===== src/hdl/hcmm_ram.sv =====
// Generic single-port synchronous RAM with a registered read.
// No dependencies; instantiated for the ROM and RAM stores of the memory map.
module hcmm_ram #(
    parameter int WIDTH = 8,
    parameter int DEPTH = 256,
    localparam int AW = $clog2(DEPTH)
) (
    input  logic             i_clk,
    input  logic             i_we,
    input  logic             i_re,
    input  logic [AW-1:0]    i_addr,
    input  logic [WIDTH-1:0] i_wdata,
    output logic [WIDTH-1:0] o_rdata
);

    logic [WIDTH-1:0] r_mem [DEPTH];
    logic [WIDTH-1:0] r_rdata;

    always_ff @(posedge i_clk) begin
        if (i_we) begin
            r_mem[i_addr] <= i_wdata;
        end
        if (i_re) begin
            r_rdata <= r_mem[i_addr];
        end
    end

    assign o_rdata = r_rdata;

endmodule


===== config.mk =====
export PLATFORM = sky130hd
export DESIGN_NAME = hcmm_ram
export DESIGN_NICKNAME = d
export VERILOG_FILES = /design/src/hdl/hcmm_ram.sv
export SDC_FILE = /design/constraint.sdc
export NUM_CORES = 2
export LEC_CHECK = 0
export BUFFER_PORTS_ARGS = -buffer_cell sky130_fd_sc_hd__buf_2
export CAP_MARGIN = 20
export CORE_MARGIN = 2
export CORE_UTILIZATION = 30
export DETAILED_ROUTE_END_ITERATION = 12
export GPL_TIMING_DRIVEN = 1
export PLACE_DENSITY_LB_ADDON = 0.2
export SYNTH_ARGS = -nofsm -noshare
export SYNTH_HDL_FRONTEND = slang
export SYNTH_SLANG_ARGS = --single-unit
export TNS_END_PERCENT = 1

===== constraint.sdc =====
create_clock -name i_clk -period 2.8 [get_ports i_clk]
set_clock_uncertainty 0.1 [all_clocks]
set_input_delay 0.14 -clock i_clk [delete_from_list [all_inputs] [get_ports i_clk]]
set_output_delay 0.14 -clock i_clk [all_outputs]
set_load 0.1 [all_outputs]

==> Word-level counts from Yosys, hierarchy flattened <==
Memories as Yosys holds them, arrays and structs flattened. A register that Yosys moved wholly into a read port is not among the register bits.
Cells that the tools add are included.
{ "word_totals": {"n_memories": 1, "word_cells": 3, "mem_bits_rw": 2048, "out_inout_bits": 8, "in_bits": 19, "regBits": 0} }
{ "op_classes": {"mux": 2} }
{ "memory_table": {"columns": ["memory", "depth", "width", "rd", "rd_ports_with_merged_regs", "write_ports", "line", "rtl"], "rows": [
  ["r_mem", 256, 8, 1, 1, 1, "16", "logic [WIDTH-1:0] r_mem [DEPTH];"]
]} }
{ "op_table": {"columns": ["cell", "count"], "rows": [
  ["$mux 1", 2]
]} }

==> Logic depth before layout (Yosys ltp) <==
{ "logic_depth": {"depth_word": 2, "ltp_mapped": 10, "mapped_depth_nobuf": 5} }

==> Worst setup path before layout <==
OpenSTA, ideal clock, no wires.
{ "synth_path": {"kind": "input-to-reg", "startpoint": "input port i_addr[1]", "endpoint": "memory r_mem[111][0] (enable)", "t_arrival_ns": 1.989, "n_path_buf": 5, "t_required_ns": 2.330, "slack_ns": 0.341, "setup_time_ns": 0.370, "path_stages": 9, "cell_sequence": "buf_2 -> clkbuf_1 -> clkbuf_1 -> nand2_1 -> buf_2 -> nor2_1 -> nand2_1 -> clkbuf_1 -> nor2_1"} }
{ "synth_rtl": {"columns": ["element", "line", "rtl"], "rows": [
  ["start: declaration", "11", "input logic [AW-1:0] i_addr,"],
  ["end: declaration", "16", null]
]} }
Straight into the memory's write port.

==> results.rst <==
.. list-table::
   :header-rows: 1

   * - Metric
     - Value
   * - Total track usage
     - 0.165
   * - Count of H-tree levels built during CTS
     - 4
   * - Hold Crit Class
     - in -> reg
   * - Die extent in x
     - just over 500 um
   * - Mean Syn Cell Area
     - about 22 um^2
   * - Library cells used by synthesis
     - 21
   * - Largest area contributor in the synthesized netlist
     - edfxtp_1
   * - Async SR Flop Fraction
     - 0
   * - Max-capacitance violation count
     - 0
   * - Number of CTS-inserted buffers
     - about 220
   * - Achievable Freq
     - approximately 0.37 GHz
   * - Outcome
     - completed
   * - Slack of the worst reg-to-reg path
     - 0.09 ns
   * - Layout-stage area growth over the synthesis result
     - 21.2%
   * - Worst Setup End Kind
     - flop
   * - Worst slack after detailed placement
     - -0.794 ns
   * - Number of global-route vias before repair
     - slightly above 40,000
   * - Biggest area contributors in the synthesized netlist
     - edfxtp_1 79%, mux4_2 15%, a22oi_1 2.4%
   * - Share of the clock period used by the worst path
     - 0.969
   * - Placed cell area
     - just under 90,000 um^2
   * - Path type of the worst setup path
     - reg -> reg
   * - Overall routed net length
     - ~220 mm
   * - Weighted congestion reported at the end of routability-driven placement
     - between 0.7 and 0.8
   * - Largest vdd supply drop
     - 0.713 mV
   * - Io pins
     - 27
   * - Static Leak
     - between 20 and 30 nW
   * - DIE AREA
     - roughly 270,000 um^2
   * - Summed area of non-filler cells in the final layout
     - between 90,000 and 100,000 um^2
   * - DRC violation count after routing
     - 0
   * - Vias per inst
     - just under 5
   * - Sequential fraction of the synthesis area
     - 0.786
   * - RSZ-0062 raised after global routing
     - false
   * - Clock Latency Late Sink
     - slightly below 0.9 ns
   * - Effective utilization at floorplan
     - 0.302
   * - Total standard cell area after synthesis
     - around 80,000 um^2
   * - Post-synthesis instance total
     - approximately 3,500
   * - Detailed-routing iteration count for the pre-antenna-repair pass
     - 5
   * - Remaining antenna violation count after routing
     - 0
   * - Maximum root-to-sink buffer count
     - 3
   * - Data required time at the worst endpoint
     - ~3.3 ns
   * - Synth top area share
     - 0.786
   * - Sum of negative setup slack
     - 0 ns
   * - Total Nets Final
     - approximately 4,200
   * - Final standard cell utilization of the core
     - 0.366
   * - Share of cells above drive strength 1
     - 0.343
   * - Clock tree root buffer cell
     - clkbuf_16
   * - Actual slew at the worst max-slew pin
     - about 1.1 ns
   * - Prevailing post-synth register cell
     - edfxtp_1
   * - Number of standard-cell rows in the floorplan
     - roughly 190
   * - Global-route wire length before repair
     - between 300 and 400 mm
   * - Aggregate global routing overflow
     - 0
   * - Finish-stage setup viols
     - 0
   * - Detailed-placement wirelength estimate
     - about 140 mm
   * - Synthesized netlist net count
     - approximately 3,600
   * - Flip-flop and latch count after synthesis
     - 2,056
   * - Setup crit start kind
     - flop
   * - Yosys warns
     - 0
   * - Mean routed wirelength per cell
     - 28.0 um
   * - Largest net degree at the start of global routing
     - about 110
   * - Post-layout minimum cycle time
     - 2.71 ns
   * - Post-route worst setup slack
     - approximately 0.086 ns
   * - Number of hold violations in the final report
     - 0
   * - Pwr dens
     - approximately 690 nW/um^2
   * - Total core area
     - 260,000 um^2
   * - Worst slew margin relative to its limit
     - 0.281
   * - Port Buffer Count
     - 26
   * - Post-CTS Repair Setup Buffers
     - 0
   * - Count of flip-flops with a built-in enable after synthesis
     - 2,056
   * - Number of DRC markers in iteration 0
     - slightly below 4,000
   * - Final max-slew violation count
     - 0
   * - Fillers
     - between 20,000 and 25,000
   * - Clk slew on worst S/H paths
     - roughly 0.06 ns
   * - CTS tree
     - yes
   * - Worst-path maximum fanout
     - 1
   * - Clk sink count
     - a little over 2,000
   * - Floorplan die height
     - about 520 um
   * - Count of vias placed by the detailed router
     - 39,100
   * - Worst endpoint data arrival time
     - around 3.2 ns
   * - Number of antenna violations at the first check in global routing
     - 9
-- timing repair --
item | 4_1_cts | 5_1_grt
setup endpoints to repair | 4 | 2
hold buffers | 11 | 0
resized for setup | 5 | 2
hold endpoints to repair | 1731 | 0
-- cell families (layout without fill, tap and decap cells) --
group | Yosys count | count (layout) | synth area share
AO/OA/AOI/OAI | 416 | 416 | 0.0362
buffers and inverters | 233 | 1074 | 0.0140
flip-flops | 2056 | 2056 | 0.786
multiplexers | 512 | 512 | 0.147
other | 0 | 5 | 0
AND/OR/NAND/NOR | 330 | 330 | 0.0173
-- final timing paths --
kind         depth (start not counted)                    start                 endpoint
min                                  3                i_addr[3]  r_mem[165][7]$_DFFE_PP_
max                                  6  r_mem[106][2]$_DFFE_PP_     o_rdata[2]$_DFFE_PP_
min reg2reg                          6  r_mem[134][5]$_DFFE_PP_     o_rdata[5]$_DFFE_PP_
max reg2reg                          6  r_mem[106][2]$_DFFE_PP_     o_rdata[2]$_DFFE_PP_
-- state kept, by name, summed over array words and instances, names as in the netlist --
signal / flops
r_mem: 2048
o_rdata: 8
-- worst max-delay path, cell delays in order (launching register included) --
cell,delay (ns)
edfxtp_1,0.38
mux4_2,0.48
a22oi_1,0.21
buf_4,0.16
a21oi_1,0.10
o41ai_2,0.83
nand4_1,0.17
-- routing by layer --
layer,wire (um),track usage,vias up
met5,13,0,-
met4,3720,0.0360,2
met3,10100,0.0223,254
met2,110000,0.276,1022
met1,96800,0.228,21400
li1,-,-,16400
-- cell usage in the layout (no fill, tap or decap), types with 2 or more instances in the layout --
master,netlist,routed
nor3_1,30,30
nand3_2,0,7
buf_8,0,10
bufinv_16,0,19
nor2_1,232,231
clkinv_2,0,34
o41ai_1,32,22
nand3_1,13,6
buf_2,36,17
buf_12,0,94
clkbuf_16,0,220
nor2b_4,0,2
clkinvlp_4,0,7
nand2b_1,6,4
nand2_2,0,5
diode_2,0,5
buf_4,16,550
clkinv_8,0,4
or2_2,2,2
clkbuf_1,145,48
clkinv_16,0,2
nor2b_1,7,5
and2_1,3,2
inv_16,0,3
nand2b_2,0,2
a22oi_1,256,256
edfxtp_1,2056,2056
clkinv_1,0,53
dlygate4sd3_1,0,11
nand2_1,28,23
mux4_2,512,512
a21oi_1,128,128
nand4_1,8,8
o41ai_2,0,10
-- layout make-up --
cell class	count	area, um^2	area share
Tap cell	3496	4370	0.0459
Multi-Input combinational cell	1258	15900	0.167
Sequential cell	2056	61700	0.648
Clock buffer	268	5690	0.0597
Clock inverter	123	1190	0.0125
Timing Repair Buffer	682	6360	0.0667
Antenna cell	5	12.5	0.000131
Inverter	1	3.75	0.0000394
-- cell usage after synthesis, types with 16 or more instances --
library cell  number
a21oi_1          128
buf_6             16
a22oi_1          256
clkbuf_1         145
buf_4             16
buf_2             36
mux4_2           512
nor3_1            30
nor2_1           232
buf_1             19
nand2_1           28
edfxtp_1        2056
o41ai_1           32
-- report_power, final --
group	switching [mW]	total, mW	internal (mW)
sequential	0.0499	34.0	33.9
combinational	2.16	3.53	1.37
clock	12.0	28.1	16.1
-- metrics by stage --
step	hold slack, ns	power, mW	cells
6_report	0.0888	65.6	7889
5_1_grt	0.0622	67.7	7886
3_5_place_dp	0.339	38.2	7482
3_3_place_gp	0.328	38.2	7481
2_1_floorplan	0.139	36.2	3547
4_1_cts	0.00867	66.4	7884
Note: power is estimated with default switching activity, not from simulation.
